==> src/rtl/stdg_pkg.sv <==
// Shared types and constants of the stepper trapezoid delay generator.
// No dependencies; imported by the top level, the checkers and the testbench.
`default_nettype none

package stdg_pkg;

    // field and datapath widths
    localparam int DELAY_WIDTH   = 32;
    localparam int STEP_WIDTH    = 24;
    localparam int REG_WIDTH     = 24;
    localparam int ARITH_WIDTH   = 32;
    localparam int CFG_IDX_WIDTH = 3;
    localparam int DIV_CNT_WIDTH = $clog2(ARITH_WIDTH);

    // register indexes of the configuration port
    localparam logic [CFG_IDX_WIDTH-1:0] CFG_START_DELAY = 3'd0;
    localparam logic [CFG_IDX_WIDTH-1:0] CFG_START_INDEX = 3'd1;
    localparam logic [CFG_IDX_WIDTH-1:0] CFG_ACCEL_END   = 3'd2;
    localparam logic [CFG_IDX_WIDTH-1:0] CFG_DECEL_START = 3'd3;
    localparam logic [CFG_IDX_WIDTH-1:0] CFG_TOTAL_STEPS = 3'd4;

    // phase codes of a result word
    typedef enum logic [1:0] {
        PH_ACCEL = 2'd0,
        PH_CRUISE = 2'd1,
        PH_DECEL = 2'd2,
        PH_DONE = 2'd3
    } phase_t;

endpackage

`default_nettype wire

==> src/rtl/stepper_trapezoid_delay_generator.sv <==
// Top level of the stepper trapezoid delay generator: control, ramp state and
// a bit-serial signed divider for the Austin recurrence. Depends on stdg_pkg.
//
// Usage
//   Input channel (in_valid / in_stall / restart): one word per step request.
//   restart = 1 reloads the move from the registers before the request.
//   Output channel (out_valid / out_stall / delay, phase, done_res): one word
//   per request, held in an output register until taken.
//   Configuration: cfg_we writes cfg_data into register cfg_index (0 start
//   delay, 1 start index, 2 accel end, 3 decel start, 4 total steps); the user
//   is to write only while the block is idle, which the block does not enforce.
//   Timing: a cruise step or a finished move passes S_EVAL and S_RESULT before
//   its word is loaded; a ramp step also passes S_FORM, S_ABS, S_DIV and S_FIX,
//   the restoring divider retiring one quotient bit per cycle. A new request is
//   accepted the cycle after the previous word is loaded into the output
//   register, so the block takes no request while one is in progress.
//   A stalled output word holds; the block then finishes the request in
//   progress and waits with in_stall high until the output register frees.
//   Reset clears the registers to their reset values (start delay 1, others
//   0) and the move state to step 0; no output word is pending after reset.
`default_nettype none

module stepper_trapezoid_delay_generator
    import stdg_pkg::*;
(
    input  wire logic                     clk,
    input  wire logic                     rst_n,
    // configuration port
    input  wire logic                     cfg_we,
    input  wire logic [CFG_IDX_WIDTH-1:0] cfg_index,
    input  wire logic [REG_WIDTH-1:0]     cfg_data,
    // request channel
    input  wire logic                     in_valid,
    output logic                          in_stall,
    input  wire logic                     restart,
    // result channel
    output logic                          out_valid,
    input  wire logic                     out_stall,
    output logic [DELAY_WIDTH-1:0]        delay,
    output logic [1:0]                    phase,
    output logic                          done_res
);

    typedef enum logic [6:0] {
        S_IDLE   = 7'b0000001,
        S_EVAL   = 7'b0000010,
        S_FORM   = 7'b0000100,
        S_ABS    = 7'b0001000,
        S_DIV    = 7'b0010000,
        S_FIX    = 7'b0100000,
        S_RESULT = 7'b1000000
    } state_t;

    state_t state_reg, state_next;

    // configuration registers
    logic [REG_WIDTH-1:0] start_delay_reg, start_index_reg;
    logic [REG_WIDTH-1:0] accel_end_reg, decel_start_reg, total_steps_reg;

    // move state
    logic [STEP_WIDTH-1:0]  step_count_reg;
    logic [DELAY_WIDTH-1:0] delay_now_reg;
    logic [ARITH_WIDTH-1:0] ramp_index_reg, ramp_rem_reg;

    // divider operands and shift registers
    logic [ARITH_WIDTH-1:0]   nom_reg, den_reg, den_mag_reg;
    logic                     nom_neg_reg, den_neg_reg;
    logic [ARITH_WIDTH-1:0]   dq_reg, part_reg;
    logic [DIV_CNT_WIDTH-1:0] cnt_reg;

    // pending result of the request in progress
    logic [DELAY_WIDTH-1:0] res_delay_reg;
    phase_t                 res_phase_reg;
    logic                   res_done_reg;

    // output register
    logic                   out_valid_reg;
    logic [DELAY_WIDTH-1:0] out_delay_reg;
    phase_t                 out_phase_reg;
    logic                   out_done_reg;

    logic in_accept, out_free;
    assign in_accept = in_valid && !in_stall;
    assign out_free  = !out_valid_reg || !out_stall;

    // step decode for the request in progress
    logic [STEP_WIDTH-1:0] step_inc;
    logic                  at_end, cruise, mirror;
    assign step_inc = step_count_reg + 1'b1;
    assign at_end   = (step_count_reg == total_steps_reg);
    assign cruise   = (step_inc > accel_end_reg) && (step_inc <= decel_start_reg);
    assign mirror   = ({1'b0, step_inc} == ({1'b0, decel_start_reg} + 1'b1));

    // one restoring division step
    logic [ARITH_WIDTH:0] div_shift, div_diff;
    logic                 div_bit;
    assign div_shift = {part_reg, dq_reg[ARITH_WIDTH-1]};
    assign div_diff  = div_shift - {1'b0, den_mag_reg};
    assign div_bit   = !div_diff[ARITH_WIDTH];

    // recurrence result and sign correction
    logic [ARITH_WIDTH-1:0] rem_signed;
    logic                   quo_neg, corr;
    assign quo_neg    = nom_neg_reg ^ den_neg_reg;
    assign rem_signed = nom_neg_reg ? (~part_reg + 1'b1) : part_reg;
    assign corr       = den_neg_reg && !nom_neg_reg && (part_reg != '0);

    // next state
    always_comb
    begin
        state_next = state_reg;
        unique case (state_reg)
            S_IDLE:   if (in_accept) state_next = S_EVAL;
            S_EVAL:   state_next = (at_end || cruise) ? S_RESULT : S_FORM;
            S_FORM:   state_next = S_ABS;
            S_ABS:    state_next = S_DIV;
            S_DIV:    if (cnt_reg == '0) state_next = S_FIX;
            S_FIX:    state_next = S_RESULT;
            S_RESULT: if (out_free) state_next = S_IDLE;
            default:  state_next = S_IDLE;
        endcase
    end

    always_ff @(posedge clk or negedge rst_n)
    begin
        if (!rst_n)
            state_reg <= S_IDLE;
        else
            state_reg <= state_next;
    end

    assign in_stall = (state_reg != S_IDLE);

    // configuration writes
    always_ff @(posedge clk or negedge rst_n)
    begin
        if (!rst_n)
        begin
            start_delay_reg <= REG_WIDTH'(1);
            start_index_reg <= '0;
            accel_end_reg   <= '0;
            decel_start_reg <= '0;
            total_steps_reg <= '0;
        end
        else if (cfg_we)
        begin
            unique case (cfg_index)
                CFG_START_DELAY: start_delay_reg <= cfg_data;
                CFG_START_INDEX: start_index_reg <= cfg_data;
                CFG_ACCEL_END:   accel_end_reg   <= cfg_data;
                CFG_DECEL_START: decel_start_reg <= cfg_data;
                CFG_TOTAL_STEPS: total_steps_reg <= cfg_data;
                default:         ;
            endcase
        end
    end

    // move state: reload, step count, mirror and recurrence update
    always_ff @(posedge clk or negedge rst_n)
    begin
        if (!rst_n)
        begin
            step_count_reg <= '0;
            delay_now_reg  <= DELAY_WIDTH'(1);
            ramp_index_reg <= '0;
            ramp_rem_reg   <= '0;
        end
        else
        begin
            case (state_reg)
                S_IDLE:
                begin
                    if (in_accept && restart)
                    begin
                        step_count_reg <= '0;
                        delay_now_reg  <= DELAY_WIDTH'(start_delay_reg);
                        ramp_index_reg <= ARITH_WIDTH'(start_index_reg);
                        ramp_rem_reg   <= '0;
                    end
                end
                S_EVAL:
                begin
                    if (!at_end)
                    begin
                        step_count_reg <= step_inc;
                        if (!cruise)
                        begin
                            // mirrored index ~n then +1 gives -n
                            if (mirror)
                            begin
                                ramp_index_reg <= ~ramp_index_reg + 1'b1;
                                ramp_rem_reg   <= ~ramp_rem_reg + 1'b1;
                            end
                            else
                                ramp_index_reg <= ramp_index_reg + 1'b1;
                        end
                    end
                end
                S_FIX:
                begin
                    delay_now_reg <= (quo_neg ? (delay_now_reg + dq_reg)
                                              : (delay_now_reg - dq_reg))
                                     + DELAY_WIDTH'(corr);
                    ramp_rem_reg  <= corr ? (part_reg + den_reg) : rem_signed;
                end
                default: ;
            endcase
        end
    end

    // divider datapath: operands, magnitudes, one quotient bit per cycle
    always_ff @(posedge clk)
    begin
        case (state_reg)
            S_FORM:
            begin
                nom_reg <= {delay_now_reg[DELAY_WIDTH-2:0], 1'b0} + ramp_rem_reg;
                den_reg <= {ramp_index_reg[ARITH_WIDTH-3:0], 2'b01};
            end
            S_ABS:
            begin
                nom_neg_reg <= nom_reg[ARITH_WIDTH-1];
                den_neg_reg <= den_reg[ARITH_WIDTH-1];
                dq_reg      <= nom_reg[ARITH_WIDTH-1] ? (~nom_reg + 1'b1) : nom_reg;
                den_mag_reg <= den_reg[ARITH_WIDTH-1] ? (~den_reg + 1'b1) : den_reg;
                part_reg    <= '0;
                cnt_reg     <= DIV_CNT_WIDTH'(ARITH_WIDTH - 1);
            end
            S_DIV:
            begin
                part_reg <= div_bit ? div_diff[ARITH_WIDTH-1:0]
                                    : div_shift[ARITH_WIDTH-1:0];
                dq_reg   <= {dq_reg[ARITH_WIDTH-2:0], div_bit};
                cnt_reg  <= cnt_reg - 1'b1;
            end
            default: ;
        endcase
    end

    // pending result, captured before the delay moves on
    always_ff @(posedge clk)
    begin
        if (state_reg == S_EVAL)
        begin
            if (at_end)
            begin
                res_delay_reg <= '0;
                res_phase_reg <= PH_DONE;
                res_done_reg  <= 1'b1;
            end
            else
            begin
                res_delay_reg <= delay_now_reg;
                res_done_reg  <= 1'b0;
                if (cruise)
                    res_phase_reg <= PH_CRUISE;
                else if (step_inc > decel_start_reg)
                    res_phase_reg <= PH_DECEL;
                else
                    res_phase_reg <= PH_ACCEL;
            end
        end
    end

    // output register
    always_ff @(posedge clk or negedge rst_n)
    begin
        if (!rst_n)
            out_valid_reg <= 1'b0;
        else if (state_reg == S_RESULT && out_free)
            out_valid_reg <= 1'b1;
        else if (!out_stall)
            out_valid_reg <= 1'b0;
    end

    always_ff @(posedge clk)
    begin
        if (state_reg == S_RESULT && out_free)
        begin
            out_delay_reg <= res_delay_reg;
            out_phase_reg <= res_phase_reg;
            out_done_reg  <= res_done_reg;
        end
    end

    assign out_valid = out_valid_reg;
    assign delay     = out_delay_reg;
    assign phase     = out_phase_reg;
    assign done_res  = out_done_reg;

endmodule

`default_nettype wire

==> config.mk <==
export PLATFORM = sky130hd
export DESIGN_NAME = stepper_trapezoid_delay_generator
export DESIGN_NICKNAME = d
export VERILOG_FILES = /design/src/rtl/stdg_pkg.sv /design/src/rtl/stepper_trapezoid_delay_generator.sv
export SDC_FILE = /design/constraint.sdc
export NUM_CORES = 1
export LEC_CHECK = 0
export ABC_AREA = 1
export BUFFER_PORTS_ARGS = -buffer_cell sky130_fd_sc_hd__buf_2
export CAP_MARGIN = 20
export CORE_MARGIN = 4
export CORE_UTILIZATION = 50
export DETAILED_ROUTE_END_ITERATION = 10
export PLACE_DENSITY_LB_ADDON = 0.25
export SYNTH_ARGS = -nofsm -noshare
export SYNTH_HDL_FRONTEND = slang
export SYNTH_SLANG_ARGS = --single-unit
==> constraint.sdc <==
create_clock -name clk -period 11.7 [get_ports clk]
set_clock_uncertainty 0.2 [all_clocks]
set_input_delay 0.585 -clock clk [delete_from_list [all_inputs] [get_ports clk]]
set_output_delay 0.585 -clock clk [all_outputs]
set_load 0.02 [all_outputs]
==> results.toml, run 1 <==
[status]
outcome = "complete, no violations"

[die]
start_util = 0.5085
fp-row-count = 94
chipHeight_um = 267.7
die_area_mm2 = 0.07168
dieWidth_um = 267.7
core-area_mm2 = 0.06633
io_pins = 70

[critical_path]
worst-path-buf-inv = 3
crit_path_max_fanout = 22
timing.rr.end = "delay_now_reg[15]"
arrival_ns = 6.70
r2r_start = "nom_neg_reg"
r2r_slack_ns = 5.35
max_stage_delay_ns = 0.95
endpoint_kind = "flip-flop"
criticalPathCategory = "reg -> reg"
crit_family = "adder cells"
path_cells = "inv_1 > ha_1 > inv_1 > a31oi_1 > xor2_1 > ha_1 > nand2_1 > nor2_1 > inv_1 > o21ai_0 > a21boi_0 > xor2_1 > nor2_1 > nand3_1 > nor4_1 > xor2_1 > nor2_1 > o21ai_0"
crit_required_ns = 12.05
slowest_stage = "ha_1"
startpoint_type = "flip-flop"
worstRegToRegCells = 18

[yosys]
yosys-top-cells-area = "edfxtp_1 (21%), dfrtp_1 (18%), nand2_1 (13%)"
synth_flop_cell = "dfrtp_1"
syn_nets = 4769
syn_area_per_cell_um2 = 7.414
yosysWarnings = 0
synthCells = 4550
ys_types = 59
synth_edf_count = 234
synth_area_mm2 = 0.03373
netlist.top_cell.by_area = "edfxtp_1"
synth_top_area_share = 0.2083
ys_seq_elements = 480
synth_seq_area_share = 0.3909
async_flop_share = 0.5125

[clocking]
clk_pin_slew_worst_paths_ns = 0.07
clk_latency_ns = 0.65
cts_resized = 0
cts_tree = "done"
cts_buffers = 56
cts_buffer_depth = 3
htree_levels = 2
clock_sinks = 480
hold_buffers = 3
cts_root_buffer = "clkbuf_16"
post_cts_buffers = 0

[timing]
post-route-period-util = 0.5429
max_freq_mhz = 157.4
fin_tns_setup_ns = 0
rsz0062_at_grt = "no"
finalSetupViolations = 0
finalHoldViolations = 0
slew_headroom = 0.2954
drv_slew = 0
worstMarginPinSlew_ns = 1.057
fin_crit_ns = 6.352

[pwr]
internal_power_mw = 4.238
netSwitchingPower_mw = 3.341
ir_drop_v = 0.0001524
power.share.switching = 0.4408
p_per_area_mw_per_mm2 = 205.5
power.total_mw = 7.579
p_leak_nw = 17.46
comb_power_share = 0.414
clock_power_share = 0.237
power_frac_seq = 0.349

[grt]
grtUsageTotal = 0.2898
grt_max_degree = 79
antenna_found_initial = 0
grt_pass1_vias = 28530
grt_pass1_wl_mm = 163.1
grt-ovfl-total = 0

[cells_and_area]
layout-drive-gt1-share = 0.05943
fillers = 6334
syn_to_final_growth_pct = 9.358
insertedDiodeCount = 0
nets = 4817

[routing]
final_antenna_net_count = 0
drt_iter0_drc = 2970
drc = 0
wl_mm = 105.4
routedWlPerCell_um = 19.13
vias_per_cell = 5.585
vias = 30760
drtPass1Iterations = 6

[placed_design]
hpwl_mm = 79.96
port-buffer-count = 69
place.gp.congestion = 0.9851

[hold_path]
hold_start = "cfg_data[11]"
min_path_type = "in -> reg"
whs_endpoint = "start_index_reg[11]"
hold_depth = 3

[job]
drv_cap = 0
==> worst max-delay path by stage <==
stage	from	to	slack (ns)	depth (start not counted)
floorplan	state_reg[5]	cnt_reg[0]	5.24	5
global placement	nom_neg_reg	delay_now_reg[15]	5.63	18
detailed placement	nom_neg_reg	delay_now_reg[15]	5.57	18
CTS	nom_neg_reg	delay_now_reg[15]	5.53	18
global route	nom_neg_reg	delay_now_reg[15]	4.92	18
finish	nom_neg_reg	delay_now_reg[15]	5.35	18
==> area by class of cell <==
type	count	area, um^2	area share
clock inverters	35	370.4	0.01004
repair buffers	104	629.4	0.01706
well taps	864	1081	0.02931
multi-input cells	3377	17930	0.4860
clock buffers	69	1521	0.04124
inverters	579	2173	0.05892
flip-flops and latches	480	13190	0.3575
==> worst reg2reg max path, cell delays in order, from the launching register on <==
cell	delay (ns)
edfxtp_1	0.74
inv_1	0.52
ha_1	0.96
inv_1	0.39
a31oi_1	0.27
xor2_1	0.10
ha_1	0.39
nand2_1	0.07
nor2_1	0.08
inv_1	0.04
o21ai_0	0.55
a21boi_0	0.34
xor2_1	0.27
nor2_1	0.22
nand3_1	0.16
nor4_1	0.59
xor2_1	0.19
nor2_1	0.05
o21ai_0	0.16
==> cell usage in the layout, fill, tap and decap left out, types with 10 or more instances in the layout <==
cell,instances
clkinv_1,11
clkbuf_16,57
o211ai_1,19
a31oi_1,26
nand3_1,269
buf_4,31
inv_1,568
or2_2,17
nor2_1,448
o21bai_1,13
nor2_4,10
buf_2,68
ha_1,183
nor4_1,28
o21ai_0,368
edfxtp_1,234
nand2_1,1200
xor2_1,188
nor3_1,57
nand4_1,66
o22ai_1,32
nor2_2,23
nand2_2,15
o21a_1,16
a21oi_1,239
dfrtp_1,243
xnor2_1,60
a211oi_1,12
==> stage by stage <==
step | setup WS (ns) | utilization | std cells | cell area, um^2 | hold WS [ns]
floorplan | 5.236 | - | 4550 | 33730 | 0.08941
global placement | 5.629 | 0.5270 | 5400 | 34960 | 0.2017
detailed placement | 5.569 | 0.5271 | 5401 | 34970 | 0.2045
CTS | 5.528 | 0.5561 | 5508 | 36890 | 0.1474
global route | 4.921 | 0.5561 | 5508 | 36890 | 0.1748
finish | 5.348 | 0.5561 | 5508 | 36890 | 0.1749
==> metal layers <==
metal | track usage | share of wire | vias to the layer above | wire [um]
met2 | 0.4590 | 0.44 | 1095 | 46760
met5 | 0 | 0 | - | 0
met4 | 0.07002 | 0.025 | 0 | 2591
met3 | 0.04578 | 0.079 | 149 | 8366
li1 | - | - | 15140 | -
met1 | 0.4207 | 0.45 | 14380 | 47640
==> cells by family after synthesis <==
family / Yosys count / share of synthesized area
adders and majority gates: 186 / 0.06966
buffers and inverters: 693 / 0.07864
other: 1 / 0.0001112
and+or+nand+nor: 2157 / 0.2675
xor gates and xnor gates: 251 / 0.06584
AOI/OAI and AO/OA: 782 / 0.1273
DFF: 480 / 0.3909
==> cell usage after synthesis, types with 8 or more instances <==
| library cell | number |
|---|---|
| xor2_1 | 188 |
| xnor2_1 | 60 |
| nor2_2 | 23 |
| a21oi_1 | 239 |
| or2_2 | 17 |
| nand3b_1 | 9 |
| a211oi_1 | 12 |
| nor2_4 | 9 |
| a31oi_1 | 26 |
| edfxtp_1 | 234 |
| nand4_1 | 66 |
| nor4_1 | 31 |
| clkbuf_1 | 92 |
| dfrtp_1 | 243 |
| o21a_1 | 16 |
| nor3_1 | 57 |
| o21bai_1 | 13 |
| nor2_1 | 449 |
| buf_2 | 8 |
| nand2_1 | 1201 |
| o211ai_1 | 19 |
| o21ai_0 | 368 |
| nand3_1 | 269 |
| a21boi_0 | 9 |
| a21o_1 | 9 |
| nand2_2 | 15 |
| inv_1 | 569 |
| o22ai_1 | 32 |
| ha_1 | 183 |
==> power by group through the flow <==
stage	registers [mW]	clock network [mW]	logic, mW
after global placement	2.65	0	3.05
after floorplan	2.43	0	2.33
after CTS	2.62	1.82	3.11
after detailed placement	2.65	0	3.09
final	2.64	1.79	3.14
after global routing	2.67	1.89	3.55
Power figures use the tool's default switching activity.
==> run 2: changes to the inputs <==
==> constraint.sdc (replaced) <==
create_clock -name clk -period 5.1 [get_ports clk]
set_clock_uncertainty 0.2 [all_clocks]
set_input_delay 0.255 -clock clk [delete_from_list [all_inputs] [get_ports clk]]
set_output_delay 0.255 -clock clk [all_outputs]
set_load 0.02 [all_outputs]
==> run 2 against run 1 <==
Wire length up 0.14%. Cell count is 1.0% higher. Hold slack got worse by 0.12 ns. Core utilization rose by 0.92 points. Design area increased by 1.7%. Die area stayed put. Non-clock buffer count up 59. Largest power group unchanged. Highest routed layer is now met5.
==> results.toml, run 2 (synthesis gave the netlist of run 1 again) <==
[status]
outcome = "complete, no violations"

[critical_path]
crit_path_max_fanout = 19
max_stage_delay_ns = 0.69
path_cells = "inv_1 > ha_1 > buf_4 > nand2_1 > xor2_1 > ha_1 > a21o_1 > inv_1 > o31ai_1 > buf_4 > xnor2_1 > nor3b_1 > inv_1 > nor3_1 > nand2_1 > inv_1 > or2_2 > nand3_1 > o211ai_1 > nand2_1"
criticalPathCategory = "reg -> reg"
worst_path_most_repeated_cell = "inv_1"
r2r_start = "nom_neg_reg"
critPathLaunch = "nom_neg_reg"
crit_required_ns = 5.40
arrival_ns = 5.00
slowest_stage = "nor3b_1"
endpoint_kind = "flip-flop"
startpoint_type = "flip-flop"

[timing]
fin_crit_ns = 4.698
max_freq_mhz = 212.9
post-route-period-util = 0.9211
finalSetupViolations = 0
drv_slew = 0
holdWs_ns = 0.05865
fin_tns_setup_ns = 0
slew_headroom = 0.3814
finalHoldViolations = 0
worstMarginPinSlew_ns = 0.9257
setup_ws_ns = 0.4023

[placed_design]
post-place-ws_ns = 0.07854
hpwl_mm = 80.02
placed_cell_area_mm2 = 0.03521
place_inst = 5431
port-buffer-count = 69
place.gp.congestion = 0.9661

[clocking]
cts_tree = "done"
cts_buffers = 54
htree_levels = 2
clock_sinks = 480
clk_latency_ns = 0.64
clk_pin_slew_worst_paths_ns = 0.06
cts_buffer_depth = 3
cts_root_buffer = "clkbuf_16"

[routing]
drtPass1Iterations = 6
routedWlPerCell_um = 18.97
wl_mm = 105.5
drt_iter0_drc = 2783
vias_per_cell = 5.525
drc = 0
vias = 30740
final_antenna_net_count = 0

[cells_and_area]
nets = 4874
layout-drive-gt1-share = 0.07024
fin_util = 0.5653
syn_to_final_growth_pct = 11.16
design_area_mm2 = 0.03750
stdcell_count = 5563
final_common_cell = "nand2_1"
layout_common_cells = "nand2_1 (1200), inv_1 (567), nor2_1 (442)"

[die]
chipHeight_um = 267.7
start_util = 0.5085
dieWidth_um = 267.7
io_pins = 70
die_area_mm2 = 0.07168
fp-row-count = 94
core-area_mm2 = 0.06633

[pwr]
power.total_mw = 17.61
ir_drop_v = 0.0003287
p_leak_nw = 17.71
p_per_area_mw_per_mm2 = 469.5

[hold_path]
hold_start = "cfg_index[2]"
min_path_type = "in -> reg"

[grt]
grt-ovfl-total = 0
grt_pass1_vias = 28820
antenna_found_initial = 4
grt_pass1_wl_mm = 162.4
grtUsageTotal = 0.2904
grt_max_degree = 115

[job]
drv_cap = 0
-- run 2: changes by cell type in the layout (fill, tap and decap cells not counted), moves of 4 or more --
| cell | previous run | this run |
|---|---|---|
| buf_4 | 31 | 64 |
| clkinv_4 | 5 | 1 |
| clkinvlp_4 | 7 | 11 |
| dlygate4sd3_1 | 3 | 27 |
| nor2_1 | 448 | 442 |
| nor2_2 | 23 | 29 |
| nor3_1 | 57 | 52 |
| nor3_2 | 0 | 5 |
| nor4_1 | 28 | 24 |
-- run 2: critical path, delay by kind of cell, from the launching register on --
kind	cells	cell delay [ns]
buffers and inverters	6	0.92
and+or+nand+nor	7	1.74
DFF	1	0.34
adders and majority gates	2	0.76
AOI/OAI and AO/OA	3	0.36
xor gates and xnor gates	2	0.28
-- run 2: routing by layer --
metal  up-vias  global-route usage  wire (um)
met2      1106              0.4552      46570
met5         -                   0         13
met3       182             0.06611       9268
li1      15230                   -          -
met4         2             0.08536       3370
met1     14210              0.4063      46290
-- run 2: layout make-up --
| type | instances | area (um^2) |
|---|---|---|
| clock inverters | 33 | 394.1 |
| well taps | 864 | 1081 |
| flip-flops and latches | 480 | 13190 |
| fillers | 6381 | 28840 |
| multi-input cells | 3377 | 18050 |
| clock buffers | 66 | 1436 |
| diodes | 1 | 2.502 |
| inverters | 579 | 2177 |
| repair buffers | 163 | 1166 |
-- run 2: report_power, final --
| part | internal [mW] | switching [mW] |
|---|---|---|
| Sequential | 5.02 | 1.04 |
| Clock | 2.33 | 1.73 |
| Combinational | 2.54 | 4.95 |
-- run 2: repair_timing --
action                                 CTS  global route
hold buffers                            27             0
resized for setup                        0            32
setup endpoints to repair                0            55
endpoints found under the hold margin  232             0
setup buffers                            0             5
-- run 2: path summary, 6_finish.rpt --
kind	depth (start not counted)	to	slack, ns
setup / recovery	20	delay_now_reg[14]	0.40
setup reg to reg	20	delay_now_reg[14]	0.40
max in group asynchronous	3	ramp_rem_reg[12]	3.30
hold reg to reg	0	delay[27]	0.21
hold / removal	5	total_steps_reg[20]	0.06
min in group asynchronous	2	step_count_reg[3]	0.09
==> run 3: changes to the inputs <==
--- a/config.mk
+++ b/config.mk
@@ -8,8 +8,10 @@
 export ABC_AREA = 1
 export BUFFER_PORTS_ARGS = -buffer_cell sky130_fd_sc_hd__buf_2
 export CAP_MARGIN = 20
+export CELL_PAD_IN_SITES_DETAIL_PLACEMENT = 1
+export CELL_PAD_IN_SITES_GLOBAL_PLACEMENT = 1
 export CORE_MARGIN = 4
-export CORE_UTILIZATION = 50
+export CORE_UTILIZATION = 43
 export DETAILED_ROUTE_END_ITERATION = 10
 export PLACE_DENSITY_LB_ADDON = 0.25
 export SYNTH_ARGS = -nofsm -noshare
==> run 3 against run 2 <==
Clock power up 5.9%. Clock-buffer cell count up 5. Sequential share of layout area down 0.43 points. Flip-flop and latch count unchanged. Register-to-register slack worse by 0.09 ns. Maximum frequency down 1.9%. First-iteration DRC count down 23%. Wire length up 15%. Via count up 3.5%. Combinational power up 5.5%. Cell count up 3.4%. Die area up 16%. Critical path type unchanged.
==> results.toml, run 3 (synthesis gave the netlist of run 1 again) <==
[critical_path]
startpoint_type = "flip-flop"
crit_path_max_fanout = 5
slowest_stage = "edfxtp_1"
endpoint_kind = "flip-flop"
arrival_ns = 5.08
criticalPathCategory = "reg -> reg"
crit_required_ns = 5.39
max_stage_delay_ns = 0.39
timing.rr.end = "delay_now_reg[20]"
critPathLaunch = "dq_reg[1]"
worstRegToRegCells = 26
r2r_start = "dq_reg[1]"
crit_family = "simple AND/OR/NAND/NOR gates"
r2r_slack_ns = 0.31
worst-path-buf-inv = 4
worst_path_most_repeated_cell = "nand2_1"

[placed_design]
place.gp.congestion = 0.9518
placed_cell_area_mm2 = 0.03552
hpwl_mm = 92.26
port-buffer-count = 69

[cells_and_area]
final_common_cell = "nand2_1"
nets = 4881
syn_to_final_growth_pct = 12.53
design_area_mm2 = 0.03796
layout-drive-gt1-share = 0.07304
layout_common_cells = "nand2_1 (1199), inv_1 (568), nor2_1 (442)"

[clocking]
clk_latency_ns = 0.64
clock_sinks = 480
cts_buffers = 56
cts_tree = "done"
htree_levels = 2
cts_buffer_depth = 3
cts_root_buffer = "clkbuf_16"
clk_pin_slew_worst_paths_ns = 0.06

[timing]
finalHoldViolations = 0
slew_headroom = 0.3495
worstMarginPinSlew_ns = 0.9734
fin_crit_ns = 4.789
holdWs_ns = 0.09047
finalSetupViolations = 0
drv_slew = 0
max_freq_mhz = 208.8
post-route-period-util = 0.9391

[routing]
vias = 31800
routedWlPerCell_um = 21.17
drtPass1Iterations = 6
wl_mm = 121.7
drt_iter0_drc = 2145
drc = 0
vias_per_cell = 5.529
final_antenna_net_count = 0

[grt]
grtUsageTotal = 0.2903
grt_pass1_vias = 32670
grt_pass1_wl_mm = 187.3
antenna_found_initial = 6
grt_max_degree = 115
grt-ovfl-total = 0

[die]
io_pins = 70
chipHeight_um = 288.1
start_util = 0.4347
core-area_mm2 = 0.07759
dieWidth_um = 288.1
die_area_mm2 = 0.08299
fp-row-count = 102

[status]
outcome = "complete, no violations"

[hold_path]
hold_start = "cfg_index[2]"
hold_depth = 5
min_path_type = "in -> reg"
whs_endpoint = "total_steps_reg[0]"

[job]
drv_cap = 0

[pwr]
ir_drop_v = 0.0003100
p_leak_nw = 17.86
p_per_area_mw_per_mm2 = 480.6
==> run 3: worst max-delay path by stage <==
stage | depth (start not counted) | to
after floorplan | 5 | cnt_reg[0]
after global placement | 28 | delay_now_reg[31]
after detailed placement | 26 | delay_now_reg[20]
after CTS | 25 | delay_now_reg[20]
after global routing | 26 | delay_now_reg[20]
final | 26 | delay_now_reg[20]
==> run 3: where the power goes <==
part           internal (mW)  switching, mW  leakage, nW
Combinational           2.56           5.34         11.5
Sequential              5.02           1.02         5.35
Clock                   2.54           1.76        0.956
==> run 3: cell type report <==
class | count | area [um^2]
timing repair buffer | 168 | 1221
multi-input combinational | 3377 | 18120
fill | 9859 | 39630
clock buffer | 71 | 1538
tap | 1040 | 1301
antenna | 2 | 5.005
inverter | 579 | 2173
clock inverter | 35 | 416.7
sequential | 480 | 13190
==> run 3: tightest hold or removal path, cell delays in order <==
cell and delay, ns:
buf_2 0.09, nand3_1 0.07, buf_4 0.28, nand2_1 0.10, o21ai_0 0.07
==> run 3: repair_timing <==
item	4_1_cts	5_1_grt
hold buffers	29	0
endpoints found under the hold margin	193	0
resized for setup	2	34
setup endpoints to repair	8	30
setup buffers	0	1
cloned	0	0
==> run 3: metrics by stage <==
stage / utilization / power, mW / worst slack, ns / TNS [ns] / instances
floorplan: - / 10.93 / 0.1528 / 0 / 4550
global placement: 0.4578 / 13.48 / 0.2493 / 0 / 5614
detailed placement: 0.4578 / 13.72 / -0.08992 / -0.09215 / 5614
CTS: 0.4868 / 18.15 / 0.001758 / 0 / 5749
global route: 0.4891 / 19.49 / -0.03898 / -0.03950 / 5750
finish: 0.4892 / 18.24 / 0.3106 / 0 / 5752
==> run 3: per-layer routing <==
| layer | track usage | wire length (um) |
|---|---|---|
| met1 | 0.3838 | 53260 |
| met2 | 0.4889 | 57120 |
| met3 | 0.04616 | 7297 |
| met4 | 0.09068 | 4061 |
| met5 | 0 | 0 |
